File: src/hdl/omni_pkg.sv
package omni_pkg;

   localparam int CORDIC_STEPS = 16;
   localparam int ATAN_LEN     = 24;
   localparam int ITER_W       = (CORDIC_STEPS > 1) ? $clog2(CORDIC_STEPS) : 1;
   localparam int ATAN_IDX_W   = $clog2(ATAN_LEN);

   localparam int K_LIN  = 23173;
   localparam int K_HEAD = 174993;
   localparam int K_GAIN = 39797;
   localparam int K_TIME = 1099512;

   localparam logic [1:0] REG_WHEEL_RADIUS   = 2'd0;
   localparam logic [1:0] REG_INV_CENTER_SUM = 2'd1;
   localparam logic [1:0] REG_MIN_STEP       = 2'd2;

   localparam int OP_W = 4;
   localparam logic [OP_W-1:0] OP_NONE  = 4'd0;
   localparam logic [OP_W-1:0] OP_LOAD  = 4'd1;
   localparam logic [OP_W-1:0] OP_SUM   = 4'd2;
   localparam logic [OP_W-1:0] OP_MUL1  = 4'd3;
   localparam logic [OP_W-1:0] OP_MUL2  = 4'd4;
   localparam logic [OP_W-1:0] OP_TWIST = 4'd5;
   localparam logic [OP_W-1:0] OP_HMUL1 = 4'd6;
   localparam logic [OP_W-1:0] OP_HMUL2 = 4'd7;
   localparam logic [OP_W-1:0] OP_HEAD  = 4'd8;
   localparam logic [OP_W-1:0] OP_CINIT = 4'd9;
   localparam logic [OP_W-1:0] OP_CORD  = 4'd10;
   localparam logic [OP_W-1:0] OP_GAIN  = 4'd11;
   localparam logic [OP_W-1:0] OP_WRND  = 4'd12;
   localparam logic [OP_W-1:0] OP_WDT   = 4'd13;
   localparam logic [OP_W-1:0] OP_TMUL  = 4'd14;
   localparam logic [OP_W-1:0] OP_POS   = 4'd15;

   typedef struct packed {
      logic signed [15:0] front_left_speed;
      logic signed [15:0] rear_left_speed;
      logic signed [15:0] rear_right_speed;
      logic signed [15:0] front_right_speed;
      logic [15:0]        step_time;
   } req_payload_type;

   typedef struct packed {
      logic               accepted;
      logic signed [15:0] body_vx;
      logic signed [15:0] body_vy;
      logic signed [15:0] body_wz;
      logic signed [31:0] odom_x;
      logic signed [31:0] odom_y;
      logic [15:0]        odom_heading;
   } rsp_payload_type;

   typedef struct packed {
      logic [15:0] wheel_radius;
      logic [15:0] inv_center_sum;
      logic [15:0] min_step;
   } cfg_type;

   typedef struct packed {
      logic [OP_W-1:0]   op;
      logic [ITER_W-1:0] iter;
      logic              do_tsum;
   } cmd_type;

   typedef struct packed {
      logic short_step;
   } status_type;

   function automatic logic signed [33:0] atan_val(input logic [ATAN_IDX_W-1:0] idx);
      logic [31:0] v;
      case (idx)
         5'd0:    v = 32'h20000000;
         5'd1:    v = 32'h12E4051E;
         5'd2:    v = 32'h09FB385B;
         5'd3:    v = 32'h051111D4;
         5'd4:    v = 32'h028B0D43;
         5'd5:    v = 32'h0145D7E1;
         5'd6:    v = 32'h00A2F61E;
         5'd7:    v = 32'h00517C55;
         5'd8:    v = 32'h0028BE53;
         5'd9:    v = 32'h00145F2F;
         5'd10:   v = 32'h000A2F98;
         5'd11:   v = 32'h000517CC;
         5'd12:   v = 32'h00028BE6;
         5'd13:   v = 32'h000145F3;
         5'd14:   v = 32'h0000A2FA;
         5'd15:   v = 32'h0000517D;
         5'd16:   v = 32'h000028BE;
         5'd17:   v = 32'h0000145F;
         5'd18:   v = 32'h00000A30;
         5'd19:   v = 32'h00000518;
         5'd20:   v = 32'h0000028C;
         5'd21:   v = 32'h00000146;
         5'd22:   v = 32'h000000A3;
         5'd23:   v = 32'h00000051;
         default: v = 32'h00000000;
      endcase
      return $signed({2'b00, v});
   endfunction

   function automatic logic signed [15:0] sat16(input logic signed [63:0] v);
      if (v > 64'sd32767)
         return 16'sh7FFF;
      else if (v < -64'sd32768)
         return 16'sh8000;
      else
         return v[15:0];
   endfunction

   function automatic logic signed [31:0] sat32(input logic signed [63:0] v);
      if (v > 64'sd2147483647)
         return 32'sh7FFFFFFF;
      else if (v < -64'sd2147483648)
         return 32'sh80000000;
      else
         return v[31:0];
   endfunction

endpackage

File: src/hdl/omni_ctrl.sv
module omni_ctrl (
   input  logic                clock,
   input  logic                reset,
   input  logic                req_valid,
   output logic                req_stall,
   output logic                rsp_valid,
   input  logic                rsp_stall,
   input  omni_pkg::status_type status,
   output omni_pkg::cmd_type    cmd
);
   import omni_pkg::*;

   localparam logic [4:0] S_IDLE  = 5'd0;
   localparam logic [4:0] S_CHECK = 5'd1;
   localparam logic [4:0] S_MUL1  = 5'd2;
   localparam logic [4:0] S_MUL2  = 5'd3;
   localparam logic [4:0] S_TWIST = 5'd4;
   localparam logic [4:0] S_HMUL1 = 5'd5;
   localparam logic [4:0] S_HMUL2 = 5'd6;
   localparam logic [4:0] S_HEAD  = 5'd7;
   localparam logic [4:0] S_CINIT = 5'd8;
   localparam logic [4:0] S_CORD  = 5'd9;
   localparam logic [4:0] S_GAIN  = 5'd10;
   localparam logic [4:0] S_WRND  = 5'd11;
   localparam logic [4:0] S_WDT   = 5'd12;
   localparam logic [4:0] S_TMUL  = 5'd13;
   localparam logic [4:0] S_TSUM  = 5'd14;
   localparam logic [4:0] S_POS   = 5'd15;
   localparam logic [4:0] S_OUT   = 5'd16;

   localparam logic [ITER_W-1:0] ITER_LAST = ITER_W'(CORDIC_STEPS - 1);

   logic [4:0]        state_ff, state_in;
   logic [ITER_W-1:0] iter_ff, iter_in;

   assign req_stall = (state_ff != S_IDLE);
   assign rsp_valid = (state_ff == S_OUT);

   always_comb begin
      state_in    = state_ff;
      iter_in     = iter_ff;
      cmd.op      = OP_NONE;
      cmd.iter    = iter_ff;
      cmd.do_tsum = 1'b0;
      case (state_ff)
         S_IDLE: begin
            if (req_valid) begin
               cmd.op   = OP_LOAD;
               state_in = S_CHECK;
            end
         end
         S_CHECK: begin
            if (status.short_step) begin
               state_in = S_OUT;
            end else begin
               cmd.op   = OP_SUM;
               state_in = S_MUL1;
            end
         end
         S_MUL1:  begin cmd.op = OP_MUL1;  state_in = S_MUL2;  end
         S_MUL2:  begin cmd.op = OP_MUL2;  state_in = S_TWIST; end
         S_TWIST: begin cmd.op = OP_TWIST; state_in = S_HMUL1; end
         S_HMUL1: begin cmd.op = OP_HMUL1; state_in = S_HMUL2; end
         S_HMUL2: begin cmd.op = OP_HMUL2; state_in = S_HEAD;  end
         S_HEAD:  begin cmd.op = OP_HEAD;  state_in = S_CINIT; end
         S_CINIT: begin
            cmd.op   = OP_CINIT;
            iter_in  = '0;
            state_in = S_CORD;
         end
         S_CORD: begin
            cmd.op  = OP_CORD;
            iter_in = iter_ff + 1'b1;
            if (iter_ff == ITER_LAST) begin
               state_in = S_GAIN;
            end
         end
         S_GAIN:  begin cmd.op = OP_GAIN;  state_in = S_WRND;  end
         S_WRND:  begin cmd.op = OP_WRND;  state_in = S_WDT;   end
         S_WDT:   begin cmd.op = OP_WDT;   state_in = S_TMUL;  end
         S_TMUL:  begin cmd.op = OP_TMUL;  state_in = S_TSUM;  end
         S_TSUM: begin
            cmd.do_tsum = 1'b1;
            state_in    = S_POS;
         end
         S_POS:   begin cmd.op = OP_POS;   state_in = S_OUT;   end
         S_OUT: begin
            if (!rsp_stall) begin
               state_in = S_IDLE;
            end
         end
         default: state_in = S_IDLE;
      endcase
   end

   always_ff @(posedge clock) begin
      if (reset) begin
         state_ff <= S_IDLE;
         iter_ff  <= '0;
      end else begin
         state_ff <= state_in;
         iter_ff  <= iter_in;
      end
   end

   a_no_accept_while_busy: assert property (@(posedge clock) disable iff (reset)
      rsp_valid |-> req_stall)
      else $error("input taken while a result is pending");

   a_load_leaves_idle: assert property (@(posedge clock) disable iff (reset)
      (req_valid && !req_stall) |=> (state_ff == S_CHECK))
      else $error("accepted transfer did not start work");

   a_rsp_held: assert property (@(posedge clock) disable iff (reset)
      (rsp_valid && rsp_stall) |=> rsp_valid)
      else $error("result dropped while stalled");

   a_cord_only_after_init: assert property (@(posedge clock) disable iff (reset)
      (state_ff == S_CORD && $past(state_ff) != S_CORD) |-> (iter_ff == '0))
      else $error("rotation started with a stale count");

endmodule

File: config.mk
export PLATFORM = sky130hd
export DESIGN_NAME = omni_ctrl
export DESIGN_NICKNAME = d
export VERILOG_FILES = /design/src/hdl/omni_pkg.sv /design/src/hdl/omni_ctrl.sv
export SDC_FILE = /design/constraint.sdc
export NUM_CORES = 1
export LEC_CHECK = 0
export BUFFER_PORTS_ARGS = -buffer_cell sky130_fd_sc_hd__clkbuf_2
export CELL_PAD_IN_SITES_DETAIL_PLACEMENT = 1
export CELL_PAD_IN_SITES_GLOBAL_PLACEMENT = 1
export CORE_MARGIN = 4
export CORE_UTILIZATION = 30
export DETAILED_ROUTE_END_ITERATION = 6
export HOLD_SLACK_MARGIN = 0.1
export PLACE_DENSITY = 0.64
export SLEW_MARGIN = 30
export SYNTH_ARGS = -nofsm -noshare
export SYNTH_HDL_FRONTEND = slang
export SYNTH_SLANG_ARGS = --single-unit
File: constraint.sdc
create_clock -name clock -period 2.9 [get_ports clock]
set_input_delay 0.58 -clock clock [delete_from_list [all_inputs] [get_ports clock]]
set_output_delay 0.58 -clock clock [all_outputs]
set_load 0.005 [all_outputs]
; Yosys cells after proc, flatten, opt, wreduce, memory -nomap -nowiden
; Index checks and enable logic that the tools add are counted.
[totals]
ff_bits = 9
input_bits = 5
output_inout_bits = 11
word_cells = 37
[op_classes]
n_addsub = 1
eq_ne = 20
mux = 10
n_reduce_logical = 4
[op_table]
columns = cell, n
row1 = 5-bit one-hot mux with 17 select lines, 1
row2 = 4-bit one-hot mux with 15 select lines, 1
row3 = 5-bit by 4-bit equality test with 1-bit output (second input constant), 8
row4 = 5-bit by 3-bit equality test with 1-bit output (second input constant), 4
row5 = 5-bit two-way mux, 4
row6 = 5-bit by 2-bit equality test with 1-bit output (second input constant), 2
row7 = 4-bit one-hot mux with 2 select lines, 1
row8 = 2-bit != test (second input constant), 3
row9 = 5-bit by 1-bit equality test with 1-bit output (second input constant), 1
row10 = 5-bit equality test (second input constant), 1
row11 = 5-bit zero test, 1
row12 = 5-bit nonzero test, 1
row13 = 4-bit by 1-bit adder with 4-bit output (second input constant), 1
row14 = 4-bit equality test (second input constant), 1
row15 = 3-bit AND reduction, 1
row16 = 1-bit two-way mux, 2
row17 = 2-bit two-way mux, 1
row18 = 2-bit nonzero test, 1

; Depth between registers and ports, before layout
; Gate-level depths: netlist of run 1.
[logic_depth]
word_depth = 3
ltp_mapped = 4
ltp_nobuf = 4

; Worst setup path after synthesis of run 1
; Ideal clock, no wire load.
[synth_timing]
path_type = register -> output
from = register state_ff[2]
to = output cmd[5] in the netlist's numbering
t_arrival_ns = 1.280
required_ns = 2.320
slack_ns = 1.040
path_stages_with_launch = 4
path_buffers = 1
cell_sequence = dfxtp_1 > clkbuf_1 > nand2_1 > a2111oi_0
[synth_rtl]
columns = element, line
row1 = from (decl), omni_ctrl.sv:33  ; logic [4:0] state_ff, state_in;
row2 = from (signal assigned), omni_ctrl.sv:101  ; state_ff <= state_in;
row3 = to (decl), omni_ctrl.sv:9  ; output omni_pkg::cmd_type cmd

==> impl_metrics.json, run 1 <==
{
  "run_status": "completed",
  "post_cts_buffers": 0,
  "setup_slack_after_placement_ns": 0.877,
  "ys_types": 29,
  "ioPinCount": 16,
  "final.setup.worst_slack_ns": 0.614,
  "postSynthNetCount": 80,
  "die-area_um2": 2660,
  "drive_above_1_share_pct": 24.1,
  "grt_first_pass_wirelength_mm": 2.59,
  "grt_usage_pct": 13.0,
  "crit_required_ns": 2.32,
  "power.combinational.fraction_pct": 13.8,
  "slew-limit-headroom_pct": 66.2,
  "ys_warnings": 0,
  "post_drt_via_cell_ratio": 5.45,
  "share_of_total_power_in_the_clock_network_pct": 35.4,
  "detail_route.iter0.violations": 8,
  "die_height_um": 51.6,
  "route.detailed.wl_per_inst_um": 13.1,
  "h-tree-depth": 1,
  "timing.critical_path.fanout_max": 15,
  "register_share_of_total_power_pct": 50.8,
  "clock_tree_from_tritoncts": "done",
  "pwr_density_cell_nw_per_um2": 410,
  "insertion_delay_ns": 0.26,
  "leakage_component_of_the_power_nw": 0.263,
  "antenna_found_initial": 0,
  "port-buffer-count": 15,
  "ir_worst_vdd_uv": 184,
  "synth_seq_area_share_pct": 31.6,
  "layout.cell_area.non_filler_um2": 681,
  "nets": 94,
  "finalHoldViolations": 0,
  "cts.repair.resized": 0,
  "switching_share_pct": 28.1,
  "max_freq_mhz": 438,
  "post-route-period-util_pct": 78.8,
  "clock_tree.root_cell": "sky130_fd_sc_hd__clkbuf_4",
  "skew_ns": 0.000587,
  "cts.clk_slew.worst_paths_ns": 0.06,
  "vias": 610,
  "dpl.hpwl_mm": 1.04,
  "floorplan.initialDensity_pct": 32.3,
  "maximum_buffer_depth_of_the_clock_tree": 2,
  "finish.utilization_pct": 38.6,
  "floorplan.core_area_um2": 1760,
  "grt_max_degree": 17,
  "power_switching_uw": 78.5,
  "setup_viol_count_final": 0,
  "antenna_cells_inserted": 0,
  "syn_avg_cell_area_um2": 7.71,
  "die-width_um": 51.6,
  "tritoncts.num_buffers": 3,
  "placement.cell_area_um2": 654,
  "yosys_register_bits": 9,
  "finalMaxSlewViolations": 0,
  "routed_wirelength_mm": 1.47,
  "netlist_area_um2": 571,
  "cts.sinks": 9,
  "period_minus_slack_ns": 2.29,
  "finalPower_uw": 279,
  "cap_viol_max_count": 0,
  "rsz0062_at_grt": "no",
  "worst_ep_arrival_time_ns": 1.71,
  "worst_setup_path_end_kind": "primary output",
  "tns_ns": 0,
  "cell_row_count": 15,
  "most_common_cell_after_layout_fill_and_taps_aside": "sky130_fd_sc_hd__clkbuf_2",
  "crit_path_start_kind": "register",
  "final_weighted_congestion_in_routability_driven_placement": 0.669,
  "drt.antenna.violating_nets": 0,
  "synthCells": 74,
  "grt_pass1_vias": 588,
  "tightest_slew_ns": 0.507,
  "syn_to_final_growth_pct": 19.3,
  "drtPass1Iterations": 3,
  "drc_viols": 0,
  "hold_class": "register to register",
  "internal-power_uw": 201,
  "cts_hold_repair.buffers": 0,
  "path_class": "register to primary output",
  "final_cell_mix": "sky130_fd_sc_hd__clkbuf_2, sky130_fd_sc_hd__dfxtp_1, sky130_fd_sc_hd__nand2_1",
  "grt_overflow_total": 0
}
==> final timing paths <==
check                                 from                 endpoint  slack (ns)  cells after the start
setup reg to reg  state_ff[3]$_SDFFE_PP0P_  iter_ff[3]$_SDFFE_PP0P_        1.05                      3
hold reg to reg    iter_ff[1]$_SDFFE_PP0P_  iter_ff[1]$_SDFFE_PP0P_        0.50                      2
hold / removal     iter_ff[1]$_SDFFE_PP0P_  iter_ff[1]$_SDFFE_PP0P_        0.50                      2
setup / recovery  state_ff[0]$_SDFFE_PP0P_                   cmd[5]        0.61                      4
==> synth_stat cells <==
cell                        n  area share, %
sky130_fd_sc_hd__or4b_2     1            1.8
sky130_fd_sc_hd__ha_1       1            2.2
sky130_fd_sc_hd__nor3_1     5            4.4
sky130_fd_sc_hd__dfxtp_1    9             32
sky130_fd_sc_hd__nand3_1    5            4.4
sky130_fd_sc_hd__a2bb2oi_1  1            1.5
sky130_fd_sc_hd__xor2_1     2            3.1
sky130_fd_sc_hd__a32o_1     1            1.8
sky130_fd_sc_hd__clkbuf_1   6            3.9
sky130_fd_sc_hd__nand2_1    8            5.3
sky130_fd_sc_hd__o41ai_1    1            1.5
sky130_fd_sc_hd__or3_1      2            2.2
sky130_fd_sc_hd__or4_1      1            1.3
sky130_fd_sc_hd__nand4b_1   2            3.1
sky130_fd_sc_hd__nor4b_1    2            3.1
sky130_fd_sc_hd__or3b_2     1            1.5
sky130_fd_sc_hd__and2_1     1            1.1
sky130_fd_sc_hd__inv_1      1           0.66
sky130_fd_sc_hd__nand2b_1   2            2.2
sky130_fd_sc_hd__nor4_1     1            1.1
sky130_fd_sc_hd__a31oi_1    3            3.3
sky130_fd_sc_hd__a21oi_1    5            4.4
sky130_fd_sc_hd__o21ai_0    3            2.6
sky130_fd_sc_hd__nor2b_1    1            1.1
sky130_fd_sc_hd__a2111oi_0  1            1.5
sky130_fd_sc_hd__mux2i_1    1            1.8
sky130_fd_sc_hd__or4b_4     1            2.4
sky130_fd_sc_hd__nand3b_1   2            2.6
sky130_fd_sc_hd__nor2_1     4            2.6
==> critical path, cell delays in order (launching register included) <==
cell                        delay (ns)
sky130_fd_sc_hd__dfxtp_1          0.64
sky130_fd_sc_hd__nand2b_1         0.20
sky130_fd_sc_hd__nor2_1           0.05
sky130_fd_sc_hd__a2111oi_0        0.38
sky130_fd_sc_hd__clkbuf_2         0.18
==> area by class of cell <==
cell class / count / area, um^2
fill: 245 / 1080
multi-input combinational: 58 / 364
sequential: 9 / 180
timing repair buffer: 15 / 75.1
tap: 25 / 31.3
clock buffer: 4 / 26.3
inverter: 1 / 3.75
==> sequential cells by signal, indices dropped and copies added, names as in the netlist <==
| name | flops |
|---|---|
| state_ff | 5 |
| iter_ff | 4 |
==> cells by family (layout without fill, tap and decap cells) <==
logic type | after synthesis | after routing | synth area share, %
simple gates | 39 | 39 | 40.1
compound gates | 15 | 15 | 16.7
flops | 9 | 9 | 31.6
buf+inv | 7 | 20 | 4.60
xor+xnor | 2 | 2 | 3.07
fa+ha+maj | 1 | 1 | 2.19
mux | 1 | 1 | 1.75
==> per-stage QoR <==
| stage | hold slack (ns) | instances |
|---|---|---|
| 2_1_floorplan | 0.477 | 74 |
| 3_3_place_gp | 0.491 | 108 |
| 3_5_place_dp | 0.500 | 108 |
| 4_1_cts | 0.509 | 112 |
| 5_1_grt | 0.551 | 112 |
| 6_report | 0.502 | 112 |
==> per-layer routing <==
layer | share of wire, % | up-vias | track usage [%] | wire length, um
met3 | 4.3 | 4 | 4.58 | 63
met1 | 50 | 295 | 16.5 | 729
li1 | - | 304 | - | -
met2 | 45 | 7 | 19.9 | 658
met5 | 0 | - | 0 | 0
met4 | 1.3 | 0 | 5.24 | 19
==> power groups by stage <==
| stage | registers (mW) | clock network (mW) | logic, mW |
|---|---|---|---|
| 2_1_floorplan | 0.134 | 0 | 0.0326 |
| 3_3_place_gp | 0.144 | 0 | 0.0389 |
| 3_5_place_dp | 0.144 | 0 | 0.0392 |
| 4_1_cts | 0.142 | 0.103 | 0.0394 |
| 5_1_grt | 0.143 | 0.109 | 0.0446 |
| 6_report | 0.142 | 0.0988 | 0.0385 |
No activity file was read; power rests on OpenSTA's default activity.
==> run 2: changes to the inputs <==
--- a/config.mk
+++ b/config.mk
@@ -12,7 +12,7 @@
 export CORE_UTILIZATION = 30
 export DETAILED_ROUTE_END_ITERATION = 6
 export HOLD_SLACK_MARGIN = 0.1
-export PLACE_DENSITY = 0.64
+export PLACE_DENSITY = 0.67
 export SLEW_MARGIN = 30
 export SYNTH_ARGS = -nofsm -noshare
 export SYNTH_HDL_FRONTEND = slang
==> constraint.sdc (replaced) <==
create_clock -name clock -period 2.05 [get_ports clock]
set_input_delay 0.41 -clock clock [delete_from_list [all_inputs] [get_ports clock]]
set_output_delay 0.41 -clock clock [all_outputs]
set_load 0.005 [all_outputs]
==> run 2 against run 1 <==
Effect of this change:
- cell count grew 3.6%
- total power grew 44%
- sequential cell count is the same
- critical endpoint unchanged
==> impl_metrics.json, run 2 (synthesis results as in run 1) <==
{
  "post_cts_buffers": 0,
  "cts_hold_repair.buffers": 0,
  "largest_register_ff_count": 5,
  "die_height_um": 51.6,
  "cap_viol_max_count": 0,
  "slew-limit-headroom_pct": 69.3,
  "layout.cell_area.non_filler_um2": 719,
  "reg2reg_from": "state_ff[3]$_SDFFE_PP0P_",
  "antenna_found_initial": 0,
  "path_buf_inv": 1,
  "crit_path_start_kind": "register",
  "final-instance-count-excl-fill": 116,
  "h-tree-depth": 1,
  "critical_path.endpoint": "cmd[5]",
  "finalMaxSlewViolations": 0,
  "floorplan.core_area_um2": 1760,
  "cp_slowest_stage_delay_ns": 0.47,
  "grt_usage_pct": 13.5,
  "insertion_delay_ns": 0.26,
  "period_minus_slack_ns": 1.92,
  "registers.top_by_ff_count": "state_ff",
  "die-width_um": 51.6,
  "drc_viols": 0,
  "clock_tree.root_cell": "sky130_fd_sc_hd__clkbuf_4",
  "hold_class": "input port to register",
  "port-buffer-count": 15,
  "placed_cell_count": 112,
  "detail_route.iter0.violations": 1,
  "floorplan.initialDensity_pct": 32.3,
  "antenna_cells_inserted": 0,
  "timing.reg2reg.setup_slack_ns": 0.35,
  "crit_family": "flip-flops",
  "drt.antenna.violating_nets": 0,
  "grt_max_degree": 16,
  "skew_ns": 0.00412,
  "path_depth": 3,
  "grt_pass1_vias": 603,
  "setup_slack_after_placement_ns": 0.240,
  "most_common_cell_after_layout_fill_and_taps_aside": "sky130_fd_sc_hd__clkbuf_2",
  "placement.cell_area_um2": 684,
  "crit_required_ns": 1.64,
  "cts.repair.resized": 1,
  "reg2regPathDepth": 3,
  "route.detailed.wl_per_inst_um": 12.7,
  "rsz0062_at_grt": "no",
  "max_freq_mhz": 522,
  "tightest_slew_ns": 0.454,
  "setup_viol_count_final": 0,
  "drtPass1Iterations": 2,
  "post-route-period-util_pct": 93.4,
  "leakage_component_of_the_power_nw": 0.286,
  "cell_row_count": 15,
  "die-area_um2": 2660,
  "worst_ep_arrival_time_ns": 1.51,
  "final.setup.worst_slack_ns": 0.134,
  "ir_worst_vdd_uv": 309,
  "finalPower_uw": 403,
  "post_drt_via_cell_ratio": 5.36,
  "finalHoldViolations": 0,
  "vias": 622,
  "final_weighted_congestion_in_routability_driven_placement": 0.742,
  "tritoncts.num_buffers": 3,
  "cts.sinks": 9,
  "path_class": "register to primary output",
  "maximum_buffer_depth_of_the_clock_tree": 2,
  "cts.clk_slew.worst_paths_ns": 0.06,
  "pwr_density_cell_nw_per_um2": 560,
  "dpl.hpwl_mm": 1.10,
  "biggestRegsByFlops": "state_ff: 5 flops, iter_ff: 4 flops",
  "critical_path.cell_chain": "nand2_1 -> a2111oi_1 -> clkbuf_2",
  "final_cell_mix": "sky130_fd_sc_hd__clkbuf_2, sky130_fd_sc_hd__nand2_1, sky130_fd_sc_hd__dfxtp_1",
  "worst_setup_path_end_kind": "primary output",
  "slowest_stage": "sky130_fd_sc_hd__dfxtp_2",
  "clock_tree_from_tritoncts": "done",
  "ioPinCount": 16,
  "grt_overflow_total": 0,
  "fill_cells": 245,
  "syn_to_final_growth_pct": 26.1,
  "grt_first_pass_wirelength_mm": 2.71,
  "tns_ns": 0,
  "run_status": "completed",
  "routed_wirelength_mm": 1.48,
  "reg2reg_capture_point": "iter_ff[3]$_SDFFE_PP0P_",
  "cp-startpoint": "state_ff[2]$_SDFFE_PP0P_",
  "drive_above_1_share_pct": 29.7,
  "nets": 98,
  "timing.critical_path.fanout_max": 14
}
-- run 2: changes by cell type in the layout (fill, tap and decap cells not counted), sizes merged --
cell  previous run  this run
buf              0         4
-- run 2: stage by stage --
step | utilization [%] | hold WS (ns)
after floorplan | - | 0.477
after global placement | 38.8 | 0.488
after detailed placement | 38.8 | 0.499
after CTS | 40.4 | 0.413
after global routing | 40.8 | 0.423
final | 40.8 | 0.413
-- run 2: how the worst min path moves through the flow --
stage | startpoint | to | cells past startpoint
5_1_grt | rsp_stall | state_ff[4]$_SDFFE_PP0P_ | 3
6_report | rsp_stall | state_ff[4]$_SDFFE_PP0P_ | 3
2_1_floorplan | iter_ff[1]$_SDFFE_PP0P_ | iter_ff[1]$_SDFFE_PP0P_ | 2
3_5_place_dp | iter_ff[1]$_SDFFE_PP0P_ | iter_ff[1]$_SDFFE_PP0P_ | 2
4_1_cts | rsp_stall | state_ff[4]$_SDFFE_PP0P_ | 3
3_3_place_gp | iter_ff[1]$_SDFFE_PP0P_ | iter_ff[1]$_SDFFE_PP0P_ | 2
-- run 2: power by group --
| part | internal (mW) | switching, mW |
|---|---|---|
| clock network | 0.0751 | 0.0631 |
| registers | 0.180 | 0.00916 |
| logic | 0.0358 | 0.0395 |
| total | 0.291 | 0.112 |
-- run 2: cell type report --
type	instances	area, um^2	area share [%]
inverter	1	3.75	0.522
sequential	9	181	25.2
tap	25	31.3	4.35
clock buffer	4	26.3	3.65
multi-input combinational	58	372	51.7
timing repair buffer	19	105	14.6
-- run 2: worst register-to-register path, delay by kind of cell (launching register included) --
kind               cells  cell delay (ns)
AOI/OAI and AO/OA      1             0.16
and+or+nand+nor        2             1.02
DFF                    1             0.44
-- run 2: metal layers --
metal	routed length, um	up-vias	track usage [%]	share of wire (%)
met5	0	-	0	0
met4	8	0	3.93	0.54
met3	67	2	5.44	4.5
met2	708	10	20.8	48
met1	692	297	17.4	47
li1	-	313	-	-
==> run 3: changes to the inputs <==
--- a/config.mk
+++ b/config.mk
@@ -5,6 +5,7 @@
 export SDC_FILE = /design/constraint.sdc
 export NUM_CORES = 1
 export LEC_CHECK = 0
+export ABC_AREA = 1
 export BUFFER_PORTS_ARGS = -buffer_cell sky130_fd_sc_hd__clkbuf_2
 export CELL_PAD_IN_SITES_DETAIL_PLACEMENT = 1
 export CELL_PAD_IN_SITES_GLOBAL_PLACEMENT = 1
@@ -12,8 +13,9 @@
 export CORE_UTILIZATION = 30
 export DETAILED_ROUTE_END_ITERATION = 6
 export HOLD_SLACK_MARGIN = 0.1
-export PLACE_DENSITY = 0.67
-export SLEW_MARGIN = 30
+export PLACE_DENSITY = 0.7
+export SKIP_CTS_REPAIR_TIMING = 1
+export SLEW_MARGIN = 20
 export SYNTH_ARGS = -nofsm -noshare
 export SYNTH_HDL_FRONTEND = slang
 export SYNTH_SLANG_ARGS = --single-unit
==> run 3 against run 2 <==
Effect of this change:
- count of clock-buffer cells in the layout stayed put
- register-to-register slack better by 0.42 ns
- via count is 14% higher
- core utilization is 2.4 points lower
- synthesized cell count is 38% higher
- sequential power is 17% higher
- maximum frequency is 2.7% higher
- clock skew is 0.0058 ns higher
- area after synthesis is 7.9% higher
- wire length is 20% higher
==> impl_metrics.json, run 3 <==
{
  "antenna_found_initial": 0,
  "final.setup.worst_slack_ns": 0.184,
  "pwr_density_cell_nw_per_um2": 798,
  "h-tree-depth": 1,
  "vias": 709,
  "metal1_wirelength_um": 835,
  "drt.antenna.violating_nets": 0,
  "setup_viol_count_final": 0,
  "netlist_area_um2": 616,
  "path_buf_inv": 1,
  "grt_first_pass_wirelength_mm": 3.13,
  "top_signal_layer_used": "met3",
  "synth-main-ff-cell": "sky130_fd_sc_hd__dfxtp_1",
  "tightest_slew_ns": 0.259,
  "crit_required_ns": 1.64,
  "max_freq_mhz": 536,
  "layout.cell_area.non_filler_um2": 753,
  "insertion_delay_ns": 0.26,
  "rsz0062_at_grt": "no",
  "final-instance-count-excl-fill": 148,
  "port-buffer-count": 15,
  "biggestRegsByFlops": "state_ff: 5 flops, iter_ff: 4 flops",
  "yosys_register_bits": 9,
  "post-route-period-util_pct": 91.0,
  "post_drt_via_cell_ratio": 4.79,
  "final_weighted_congestion_in_routability_driven_placement": 0.849,
  "grt_max_degree": 8,
  "cts.clk_slew.worst_paths_ns": 0.07,
  "most_common_cell_after_layout_fill_and_taps_aside": "sky130_fd_sc_hd__nand2_1",
  "skew_ns": 0.00993,
  "clock_tree.root_cell": "sky130_fd_sc_hd__clkbuf_4",
  "registers.top_by_ff_count": "state_ff",
  "route.detailed.wl_per_inst_um": 12.0,
  "drtPass1Iterations": 4,
  "antenna_cells_inserted": 0,
  "setup_slack_after_placement_ns": 0.407,
  "yosys-top-cells-area": "sky130_fd_sc_hd__dfxtp_1, sky130_fd_sc_hd__nand2_1, sky130_fd_sc_hd__inv_1, sky130_fd_sc_hd__nor2_1, sky130_fd_sc_hd__nand3_1",
  "grt_usage_pct": 14.8,
  "finalMaxSlewViolations": 0,
  "worst_setup_path_end_kind": "primary output",
  "cap_viol_max_count": 0,
  "critical_path.cell_chain": "nand2_1 -> nand3_1 -> o21ai_0 -> a21oi_1 -> nand2_1 -> clkbuf_2",
  "ir_worst_vdd_uv": 432,
  "synth_common_cells": "sky130_fd_sc_hd__nand2_1, sky130_fd_sc_hd__inv_1, sky130_fd_sc_hd__nor2_1",
  "clock_tree_from_tritoncts": "done",
  "maximum_buffer_depth_of_the_clock_tree": 2,
  "leakage_component_of_the_power_nw": 0.370,
  "post-synth-top-area-cell": "sky130_fd_sc_hd__dfxtp_1",
  "tritoncts.num_buffers": 3,
  "slew-limit-headroom_pct": 82.7,
  "placement.cell_area_um2": 724,
  "finalHoldViolations": 0,
  "post-synth-top-area-fraction_pct": 29.3,
  "period_minus_slack_ns": 1.87,
  "cell_row_count": 16,
  "ys_warnings": 0,
  "grt_pass1_vias": 712,
  "drc_viols": 0,
  "floorplan.initialDensity_pct": 31.4,
  "postSynthNetCount": 108,
  "nets": 128,
  "tns_ns": 0,
  "grt_overflow_total": 0,
  "worst_ep_arrival_time_ns": 1.46,
  "die-area_um2": 2840,
  "postSynth.asyncResetShare_pct": 0,
  "finish.utilization_pct": 38.4,
  "run_status": "completed",
  "crit_family": "flip-flops",
  "met3_wirelength_um": 53,
  "routed_wirelength_mm": 1.77,
  "ioPinCount": 16,
  "ys_types": 18,
  "die_height_um": 53.3,
  "timing.critical_path.fanout_max": 6,
  "fill_cells": 294,
  "cts.sinks": 9,
  "synth_seq_area_share_pct": 29.3,
  "syn_avg_cell_area_um2": 6.04,
  "die-width_um": 53.3,
  "syn_to_final_growth_pct": 22.4,
  "slowest_stage": "sky130_fd_sc_hd__dfxtp_1",
  "floorplan.core_area_um2": 1960,
  "drive_above_1_share_pct": 22.3,
  "synthCells": 102,
  "cp_common_cell": "sky130_fd_sc_hd__nand2_1",
  "detailroute.wirelength.met2_um": 885,
  "final_cell_mix": "sky130_fd_sc_hd__nand2_1, sky130_fd_sc_hd__inv_1, sky130_fd_sc_hd__clkbuf_2, sky130_fd_sc_hd__nor2_1, sky130_fd_sc_hd__nand3_1",
  "detail_route.iter0.violations": 5,
  "placed_cell_count": 144,
  "hold_class": "input port to register",
  "synth-edff-count": 0,
  "synth_most_common_cell": "sky130_fd_sc_hd__nand2_1",
  "path_class": "register to primary output",
  "dpl.hpwl_mm": 1.49,
  "crit_path_start_kind": "register",
  "largest_register_ff_count": 5,
  "cp_slowest_stage_delay_ns": 0.43
}
[run 3: path summary, 6_finish.rpt]
kind | startpoint | endpoint | slack (ns) | cells past startpoint
worst max-delay path | state_ff[1]$_SDFFE_PP0P_ | cmd[7] | 0.18 | 6
worst min-delay path | reset | state_ff[2]$_SDFFE_PP0P_ | 0.39 | 2
worst max register to register | state_ff[3]$_SDFFE_PP0P_ | state_ff[0]$_SDFFE_PP0P_ | 0.77 | 7
worst min register to register | iter_ff[3]$_SDFFE_PP0P_ | iter_ff[3]$_SDFFE_PP0P_ | 0.51 | 2
[run 3: metal layers]
metal	GRT usage, %	vias up
met2	24.7	8
met1	19.2	333
met3	3.66	0
met4	2.55	0
met5	0	-
li1	-	368
[run 3: cell type report]
type	instances	area, um^2	area share, %
Timing Repair Buffer	15	75.1	9.97
Inverter	18	67.6	8.97
Sequential cell	9	183	24.3
Tap cell	27	33.8	4.49
Clock buffer	4	26.3	3.49
Multi-Input combinational cell	75	368	48.8
[run 3: where the power goes]
| part | internal (mW) | total (mW) | switching [mW] |
|---|---|---|---|
| registers | 0.193 | 0.222 | 0.0288 |
| clock network | 0.0750 | 0.139 | 0.0636 |
| logic | 0.0885 | 0.241 | 0.152 |
[run 3: worst reg2reg max path: cells and delay by family (launching register included)]
family / cells / cell delay (ns)
flip-flops: 1 / 0.41
AND/OR/NAND/NOR: 7 / 0.76
[run 3: cells by family (layout without fill, tap and decap cells)]
family / Yosys count / count (layout) / share of synthesized area [%]
AO/OA/AOI/OAI: 17 / 17 / 15.9
adder cells (fa/ha/maj): 1 / 1 / 2.03
buffers and inverters: 18 / 37 / 11.0
flip-flops: 9 / 9 / 29.3
AND/OR/NAND/NOR: 57 / 57 / 41.9
[run 3: stage by stage]
step | total power, mW | hold slack (ns)
after CTS | 0.606 | 0.390
after floorplan | 0.380 | 0.479
after detailed placement | 0.467 | 0.493
final | 0.601 | 0.387
after global routing | 0.668 | 0.389
after global placement | 0.463 | 0.495
